File: src/design/amc_pkg.sv
// Shared types and codes for the accumulator machine core.
// Depends on nothing; the core, controller and datapath files import it.
package amc_pkg;

  localparam int PROG_DEPTH_DEF  = 1024;
  localparam int DATA_DEPTH_DEF  = 1024;
  localparam int STACK_DEPTH_DEF = 16;

  localparam logic [2:0] CMD_PROG    = 3'd0;
  localparam logic [2:0] CMD_DATA    = 3'd1;
  localparam logic [2:0] CMD_STEP    = 3'd2;
  localparam logic [2:0] CMD_READ    = 3'd3;
  localparam logic [2:0] CMD_RESTART = 3'd4;

  localparam logic [3:0] OP_LDA = 4'd0;
  localparam logic [3:0] OP_LDI = 4'd1;
  localparam logic [3:0] OP_STA = 4'd2;
  localparam logic [3:0] OP_STI = 4'd3;
  localparam logic [3:0] OP_ADD = 4'd4;
  localparam logic [3:0] OP_SUB = 4'd5;
  localparam logic [3:0] OP_JMP = 4'd6;
  localparam logic [3:0] OP_JMZ = 4'd7;
  localparam logic [3:0] OP_JMN = 4'd8;
  localparam logic [3:0] OP_JAL = 4'd9;
  localparam logic [3:0] OP_ALC = 4'd10;
  localparam logic [3:0] OP_DLC = 4'd11;
  localparam logic [3:0] OP_SYS = 4'd12;
  localparam logic [3:0] OP_HLT = 4'd13;

  localparam logic [2:0] ERR_NONE      = 3'd0;
  localparam logic [2:0] ERR_BAD_ADDR  = 3'd1;
  localparam logic [2:0] ERR_STK_OVER  = 3'd2;
  localparam logic [2:0] ERR_STK_EMPTY = 3'd3;
  localparam logic [2:0] ERR_STORE     = 3'd4;
  localparam logic [2:0] ERR_PROG_FULL = 3'd5;

  localparam logic [1:0] KIND_NONE   = 2'd0;
  localparam logic [1:0] KIND_NUMBER = 2'd1;
  localparam logic [1:0] KIND_STRING = 2'd2;

  typedef enum logic [4:0] {
    ST_IDLE  = 5'b00001,
    ST_FETCH = 5'b00010,
    ST_OPER  = 5'b00100,
    ST_IND   = 5'b01000,
    ST_EXEC  = 5'b10000
  } amc_state_t;

  // controller -> datapath
  typedef struct packed {
    logic idle;    // ready for a new word
    logic fetch;   // read program word, read data at latched address
    logic oper;    // read first operand / stack top
    logic ind;     // read indirect operand
    logic commit;  // update state and load result register
  } amc_cmd_t;

  // datapath -> controller
  typedef struct packed {
    logic accept;    // request word taken this cycle
    logic run;       // step command that will execute an instruction
    logic indirect;  // fetched instruction needs a second data read
    logic out_free;  // result register can be loaded
  } amc_status_t;

endpackage

File: src/design/amc_ctrl.sv
// Sequencing state machine of the accumulator machine core.
// Depends on amc_pkg.
module amc_ctrl
  import amc_pkg::*;
(
  input  logic        clk,
  input  logic        rst,
  input  amc_status_t status,
  output amc_cmd_t    cmd
);

  amc_state_t state, state_next;

  always_ff @(posedge clk) begin
    if (rst) begin
      state <= ST_IDLE;
    end else begin
      state <= state_next;
    end
  end

  always_comb begin
    state_next = state;
    unique case (state)
      ST_IDLE:  if (status.accept) state_next = ST_FETCH;
      ST_FETCH: state_next = status.run ? ST_OPER : ST_EXEC;
      ST_OPER:  state_next = status.indirect ? ST_IND : ST_EXEC;
      ST_IND:   state_next = ST_EXEC;
      ST_EXEC:  if (status.out_free) state_next = ST_IDLE;
      default:  state_next = ST_IDLE;
    endcase
  end

  assign cmd.idle   = (state == ST_IDLE);
  assign cmd.fetch  = (state == ST_FETCH);
  assign cmd.oper   = (state == ST_OPER);
  assign cmd.ind    = (state == ST_IND);
  assign cmd.commit = (state == ST_EXEC) && status.out_free;

endmodule

File: config.mk
export PLATFORM = sky130hd
export DESIGN_NAME = amc_ctrl
export DESIGN_NICKNAME = d
export VERILOG_FILES = /design/src/design/amc_pkg.sv /design/src/design/amc_ctrl.sv
export SDC_FILE = /design/constraint.sdc
export NUM_CORES = 1
export LEC_CHECK = 0
export BUFFER_PORTS_ARGS = -buffer_cell sky130_fd_sc_hd__buf_2
export CAP_MARGIN = 5
export CORE_AREA = 2 2 39 41
export CTS_CLUSTER_SIZE = 20
export DETAILED_ROUTE_END_ITERATION = 7
export DIE_AREA = 0 0 41 43
export SYNTH_ARGS = -nofsm -noshare
export SYNTH_HDL_FRONTEND = slang
export SYNTH_SLANG_ARGS = --single-unit
File: constraint.sdc
create_clock -name clk -period 1.27 [get_ports clk]
set_input_delay 0.0635 -clock clk [delete_from_list [all_inputs] [get_ports clk]]
set_output_delay 0.0635 -clock clk [all_outputs]
set_load 0.03 [all_outputs]
==> impl_table.tex, run 1 <==
\begin{tabular}{lr}
\hline
Metric & Value \\
\hline
\multicolumn{2}{l}{\textbf{Logic synthesis}} \\
Arithmetic-cell share of the synthesized area counting full adders, half adders and majority gates & 0 \\
Cell type with the highest aggregate area in the netlist & sky130\_fd\_sc\_hd\_\_dfxtp\_1 \\
Synth Net Count & 46 \\
Post-synthesis register bit count & 5 \\
Cell count after synthesis & 40 \\
Sequential share of the synthesized area & 0.2649 \\
Complex-gate fraction of the synthesized area & 0.1358 \\
Leading register cell type out of synthesis & sky130\_fd\_sc\_hd\_\_dfxtp\_1 \\
Ys async rst share & 0 \\
Main combinational cell family by area after synthesis & simple AND/OR/NAND/NOR gates \\
EDFF count, synth & 0 \\
Synth area leaders & sky130\_fd\_sc\_hd\_\_dfxtp\_1 26\%, sky130\_fd\_sc\_hd\_\_nor4b\_4 6.3\%, sky130\_fd\_sc\_hd\_\_buf\_6 6.0\%, sky130\_fd\_sc\_hd\_\_and3\_1 5.0\%, sky130\_fd\_sc\_hd\_\_nor2\_1 4.0\% \\
Post-Synth Simple-Gate Area & 0.5000 \\
Portion of netlist area occupied by mux cells & 0 \\
Distinct cells, synth & 28 \\
Synthesis Warnings & 0 \\
XOR/XNOR Fraction of Synth Area & 0 \\
Fraction of post-synthesis cell area in the top cell type by area & 0.2649 \\
Post-synthesis instance area & roughly 380 um2 \\
Average size of a mapped cell & 9.447 um2 \\
\multicolumn{2}{l}{\textbf{Placed design}} \\
Final estimated routing congestion in global placement & $\sim$0.76 \\
Placed cell count & 72 \\
Detailed Place HPWL & 755.3 um \\
Number of input and output port buffers inserted & 10 \\
\multicolumn{2}{l}{\textbf{Finish}} \\
Antenna cells & 0 \\
Share of layout cells above drive strength 1 & 0.7424 \\
Number of standard cells in the final layout excluding fillers & 82 \\
Regs by FF count & state: 5 flops \\
Area Overhead vs Synth & 87.42\% \\
Max FFs per register & 5 \\
\# nets final & 73 \\
Filler cells & 126 \\
Register name with the most flops & state \\
\multicolumn{2}{l}{\textbf{Global routing}} \\
Largest net degree at the start of global routing & 10 \\
Initial antenna violation count & 0 \\
Via count of the first global-routing pass & between 400 and 500 \\
GRT overflow & 0 \\
Total routing resource utilization after global routing & 0.1505 \\
Global-route wire length before repair & 1752 um \\
\multicolumn{2}{l}{\textbf{Pwr}} \\
Relative contribution of sequential cells to total power & 0.336 \\
Power, Total & 0.5018 mW \\
Gate power share & 0.296 \\
Part of the power in the clock network & 0.368 \\
Worst vdd rail ir drop & about 0.68 mV \\
Cell leakage power & 0.2729 nW \\
NetSw & about 0.14 mW \\
Switching fraction of total power & 0.2703 \\
Pwr dens & 708.6 nW/um2 \\
Internal Dissipation & 0.3662 mW \\
\multicolumn{2}{l}{\textbf{STA}} \\
Max-slew headroom at the worst pin & 0.7571 \\
Unrepaired setup endpoints after global routing & true \\
Transition time of the tightest slew-check pin & 359.3 ps \\
Fmax achieved & 670.1 MHz \\
Pins over their slew limit & 0 \\
Post-layout min period & 1492 ps \\
Final Cycle Share & 1.175 \\
Final Hold Viols & 0 \\
Final worst slack & -222.2 ps \\
Setup-violating endpoint count in the final report & 10 \\
Worst clock skew & 1.763 ps \\
\multicolumn{2}{l}{\textbf{Setup path}} \\
Setup crit end kind & output pin \\
Crit. Startpoint & state[0]\$\_SDFFE\_PP1P\_ \\
Startpoint of the most critical register-to-register path & state[1]\$\_SDFFE\_PP0P\_ \\
Largest fanout of any net on the critical path & 4 \\
Worst EP arrival & 1430 ps \\
Worst setup path endpoint & cmd[2] \\
Slack of the worst reg-to-reg path & -140 ps \\
Crit Reg-Reg Endpoint & state[4]\$\_SDFFE\_PP0P\_ \\
Kind of critical path & register to output pin \\
CP Launch Type & register \\
Worst endpoint required time & around 1200 ps \\
Worst R2R Path Depth & 5 \\
\multicolumn{2}{l}{\textbf{Clock tree}} \\
Clock slew at reported path FFs & 40 ps \\
Root Driver & sky130\_fd\_sc\_hd\_\_clkbuf\_4 \\
Clock tree from TritonCTS & yes \\
\# clock sinks & 5 \\
Source-to-sink clock delay at the later pin of the worst-skew pair & 240 ps \\
Number of buffers created by CTS & 3 \\
Maximum buffer depth of the clock tree & 2 \\
Number of H-tree levels & 1 \\
\multicolumn{2}{l}{\textbf{Die}} \\
Core footprint & 1384 um2 \\
Horiz. Die Dim & 41 um \\
Die area & between 1500 and 2000 um2 \\
Initial Util & 0.2731 \\
I/O pin count & 11 \\
Row count & 14 \\
Height of the chip & 43 um \\
\multicolumn{2}{l}{\textbf{Detailed routing}} \\
Drc violations & 0 \\
Detailed-route wire length & 1124 um \\
Initial DRC Count & 5 \\
Antenna Violating Nets Remaining & 0 \\
Average wire per cell in the routed design & 13.71 um \\
Total iterations of the first detailed-routing run & 4 \\
Number of vias in the routed layout & around 430 \\
Ratio of routed vias to standard cells & 5.183 \\
\multicolumn{2}{l}{\textbf{Flow run}} \\
Max-Cap Viols & 0 \\
\multicolumn{2}{l}{\textbf{Run status}} \\
Outcome & finished with violations \\
Failing checks & negative setup slack \\
\multicolumn{2}{l}{\textbf{Hold path}} \\
Kind of path behind the tightest hold check & primary input to register \\
\hline
\end{tabular}
## metrics by stage
| step | setup TNS [ps] | utilization | hold slack (ps) | area (um2) | setup WS [ps] |
|---|---|---|---|---|---|
| after floorplan | -284.8 | - | 133.2 | 384.1 | -65.75 |
| after global placement | -567.4 | 0.3644 | 276.8 | 504.2 | -122.6 |
| after detailed placement | -655.2 | 0.3644 | 280.1 | 504.2 | -137.3 |
| after CTS | -989.0 | 0.4665 | 22.61 | 645.6 | -219.8 |
| after global routing | -1477 | 0.5118 | 46.61 | 708.2 | -292.1 |
| final | -1046 | 0.5118 | 52.21 | 708.2 | -222.2 |
## per-layer routing
layer  vias up  share of wire  GRT usage
li1        207              -          -
met1       206           0.40     0.1699
met2        12           0.54     0.2375
met3         0          0.060    0.07853
met4         0              0    0.04000
met5         -              0          0
## area by class of cell
type                            count  area, um2  share of cell area
Tap cell                           16      20.02             0.02827
Clock buffer                        4      26.28             0.03710
Timing Repair Buffer               25      225.2              0.3180
Inverter                            2      7.507             0.01060
Multi-Input combinational cell     30      325.3              0.4594
Sequential cell                     5      103.9              0.1466
## synth_stat cells, types with 2 or more instances
cell type / count
sky130_fd_sc_hd__nor2_1: 4
sky130_fd_sc_hd__dfxtp_1: 5
sky130_fd_sc_hd__and3_1: 3
sky130_fd_sc_hd__buf_6: 2
sky130_fd_sc_hd__nor4_1: 2
sky130_fd_sc_hd__inv_1: 2
## how the worst min path moves through the flow
stage                                        to  slack (ps)  startpoint  cells after the start
after floorplan           state[3]$_SDFFE_PP0P_         130         rst                      1
after global placement    state[2]$_SDFFE_PP0P_         280         rst                      2
after detailed placement  state[2]$_SDFFE_PP0P_         280         rst                      2
after CTS                 state[2]$_SDFFE_PP0P_          20         rst                      2
after global routing      state[2]$_SDFFE_PP0P_          50         rst                      2
final                     state[2]$_SDFFE_PP0P_          50         rst                      2
## worst max-delay path, stage by stage (launching register included)
cell                      delay [ps]
sky130_fd_sc_hd__dfxtp_2         320
sky130_fd_sc_hd__or3_4           420
sky130_fd_sc_hd__buf_6           130
sky130_fd_sc_hd__nor3b_2         140
sky130_fd_sc_hd__buf_4           170
## cell usage in the layout, fill, tap and decap left out, drive strengths merged, types with 2 or more instances in the layout
cell type	count
clkbuf	4
dfxtp	5
nor4b	2
buf	25
nor4	2
and3	4
or2b	2
nor2	4
and4b	2
inv	2
## timing repair
item	CTS	global route
buffers inserted	4	3
hold buffers	0	0
resized for setup	24	11
endpoints found under the setup margin	10	10
gates cloned	0	0
endpoints found under the hold margin	0	0
pin swaps	10	7
## power groups by stage
stage                     Clock (mW)  Combinational (mW)  Sequential [mW]
after global routing           0.205               0.158            0.169
after global placement             0              0.0895            0.170
after CTS                      0.190               0.131            0.168
final                          0.184               0.149            0.169
after floorplan                    0              0.0586            0.168
after detailed placement           0              0.0896            0.170
## logic make-up (layout without fill, tap and decap cells)
group / Yosys count / after routing
flip-flops: 5 / 5
AO/OA/AOI/OAI: 6 / 6
AND/OR/NAND/NOR: 24 / 24
buffers and inverters: 5 / 31
(Power assumes the default switching activity.)
==> run 2, diff against run 1 <==
- CTS_BUF_LIST: default -> sky130_fd_sc_hd__clkbuf_16
==> impl_table.tex, run 2 (same netlist as run 1, synthesis figures left out) <==
\begin{tabular}{lr}
\hline
Metric & Value \\
\hline
\multicolumn{2}{l}{\textbf{Die}} \\
Die area & about 1800 um2 \\
Horiz. Die Dim & 41 um \\
Height of the chip & $\sim$43 um \\
I/O pin count & 11 \\
Row count & 14 \\
Core footprint & 1384 um2 \\
Initial Util & 0.2731 \\
\multicolumn{2}{l}{\textbf{Setup path}} \\
Worst endpoint required time & between 1000 and 1500 ps \\
Largest fanout of any net on the critical path & 5 \\
Number of cells on the critical path & 4 \\
Setup crit end kind & output pin \\
Largest incremental delay on the critical path & approximately 400 ps \\
Cells traversed along the worst timing path & or3\_4, buf\_6, nor3b\_2, buf\_4 \\
Worst EP arrival & 1400 ps \\
Worst R2R Path Depth & 4 \\
CP Launch Type & register \\
Crit path buf inv count & 2 \\
Slack of the worst reg-to-reg path & -150 ps \\
Standard cell with the maximum stage delay on the critical path & sky130\_fd\_sc\_hd\_\_or3\_4 \\
Crit-path leading delay family & simple AND/OR/NAND/NOR gates \\
Kind of critical path & register to output pin \\
\multicolumn{2}{l}{\textbf{Finish}} \\
Area Overhead vs Synth & 93.05\% \\
Share of layout cells above drive strength 1 & 0.7097 \\
Number of standard cells in the final layout excluding fillers & 78 \\
Max FFs per register & 5 \\
Regs by FF count & state: 5 flops \\
Post-route cell area & about 730 um2 \\
Area of the multi-input gates & 327.8 um2 \\
Sequential cell area in the final layout & 103.9 um2 \\
Leading cell types in the layout, fill and taps excluded & 7 x sky130\_fd\_sc\_hd\_\_buf\_6, 7 x sky130\_fd\_sc\_hd\_\_buf\_4, 5 x sky130\_fd\_sc\_hd\_\_buf\_2 \\
Antenna cells & 0 \\
Filler cells & 130 \\
Register name with the most flops & state \\
\# nets final & 69 \\
\multicolumn{2}{l}{\textbf{Global routing}} \\
Largest net degree at the start of global routing & 10 \\
Initial antenna violation count & 0 \\
Via count of the first global-routing pass & 427 \\
Total routing resource utilization after global routing & 0.1515 \\
Global-route wire length before repair & about 1800 um \\
GRT overflow & 0 \\
\multicolumn{2}{l}{\textbf{Clock tree}} \\
Number of buffers created by CTS & 3 \\
Root Driver & sky130\_fd\_sc\_hd\_\_clkbuf\_16 \\
Maximum buffer depth of the clock tree & 2 \\
Source-to-sink clock delay at the later pin of the worst-skew pair & 230 ps \\
Number of H-tree levels & 1 \\
Clock slew at reported path FFs & 30 ps \\
\# clock sinks & 5 \\
Clock tree from TritonCTS & yes \\
Hold buffer count at cts & 0 \\
\multicolumn{2}{l}{\textbf{STA}} \\
Final Cycle Share & 1.156 \\
TNS Setup & -827.3 ps \\
Max-slew headroom at the worst pin & 0.8007 \\
Final worst slack & -197.7 ps \\
Setup-violating endpoint count in the final report & 9 \\
Post-layout min period & around 1500 ps \\
Pins over their slew limit & 0 \\
Transition time of the tightest slew-check pin & roughly 300 ps \\
Fmax achieved & $\sim$680 MHz \\
Unrepaired setup endpoints after global routing & true \\
Final Hold Viols & 0 \\
Worst clock skew & between 2 and 3 ps \\
\multicolumn{2}{l}{\textbf{Placed design}} \\
Placement Cell Area & 504.2 um2 \\
Detailed Place HPWL & 755.3 um \\
Placed cell count & 72 \\
Number of input and output port buffers inserted & 10 \\
Worst slack at placement & -137.3 ps \\
Final estimated routing congestion in global placement & $\sim$0.76 \\
\multicolumn{2}{l}{\textbf{Run status}} \\
Failing checks & negative setup slack \\
Outcome & finished with violations \\
\multicolumn{2}{l}{\textbf{Detailed routing}} \\
Antenna Violating Nets Remaining & 0 \\
Number of vias in the routed layout & between 400 and 500 \\
Detailed-route wire length & 1182 um \\
Average wire per cell in the routed design & 15.15 um \\
Total iterations of the first detailed-routing run & 4 \\
Ratio of routed vias to standard cells & 5.346 \\
Drc violations & 0 \\
Initial DRC Count & 3 \\
\multicolumn{2}{l}{\textbf{Hold path}} \\
Kind of path behind the tightest hold check & primary input to register \\
Depth of the worst hold-timing path & 2 \\
\multicolumn{2}{l}{\textbf{Pwr}} \\
Worst vdd rail ir drop & 0.7216 mV \\
Pwr dens & between 1000 and 1500 nW/um2 \\
Cell leakage power & approximately 0.28 nW \\
Power, Total & approximately 0.8 mW \\
\multicolumn{2}{l}{\textbf{Flow run}} \\
Max-Cap Viols & 0 \\
\hline
\end{tabular}
run 2: cell types whose count changed in the layout (fill, tap and decap cells not counted):
| cell | previous run | this run |
|---|---|---|
| sky130_fd_sc_hd__nor4_4 | 0 | 1 |
| sky130_fd_sc_hd__clkbuf_1 | 1 | 0 |
| sky130_fd_sc_hd__buf_4 | 10 | 7 |
| sky130_fd_sc_hd__buf_6 | 8 | 7 |
| sky130_fd_sc_hd__a311oi_1 | 0 | 1 |
| sky130_fd_sc_hd__clkbuf_4 | 3 | 0 |
| sky130_fd_sc_hd__nor4_2 | 2 | 1 |
| sky130_fd_sc_hd__clkbuf_16 | 0 | 3 |
| sky130_fd_sc_hd__inv_1 | 2 | 3 |
| sky130_fd_sc_hd__a311oi_2 | 1 | 0 |
run 2: metrics by stage:
step	hold WS, ps	util
after floorplan	133.2	-
after global placement	276.8	0.3644
after CTS	67.02	0.4729
after global routing	85.82	0.5271
after detailed placement	280.1	0.3644
final	84.27	0.5271
run 2: final cells by class:
cell class              instances  share of cell area
clock buffers                   3              0.1029
clock inverters                 1            0.005146
inverters                       2             0.01029
multi-input cells              30              0.4494
flip-flops and latches          5              0.1424
well taps                      16             0.02744
repair buffers                 21              0.2624
run 2: repair_timing:
item,in CTS,in global routing
gates cloned,0,0
hold endpoints to repair,0,0
gates resized for setup,17,17
endpoints found under the setup margin,9,10
pin swaps,6,7
buffers inserted,1,1
run 2: final timing paths:
check / from / end
worst max-delay path: state[1]$_SDFFE_PP0P_ / cmd[2]
worst min-delay path: rst / state[3]$_SDFFE_PP0P_
worst max register to register: state[1]$_SDFFE_PP0P_ / state[0]$_SDFFE_PP1P_
worst min register to register: state[1]$_SDFFE_PP0P_ / state[2]$_SDFFE_PP0P_
run 2: where the power goes:
part           leakage [nW]  internal, mW  total [mW]  switching [mW]
logic                 0.192        0.0703       0.134          0.0639
registers            0.0413         0.164       0.168         0.00435
clock network        0.0423         0.408       0.517           0.108
total                 0.275         0.643       0.819           0.177
run 2: per-layer routing:
metal	global-route usage	wire length, um
met5	0	0
met4	0.08667	17
met3	0.06806	61
met2	0.2438	666
met1	0.1506	437
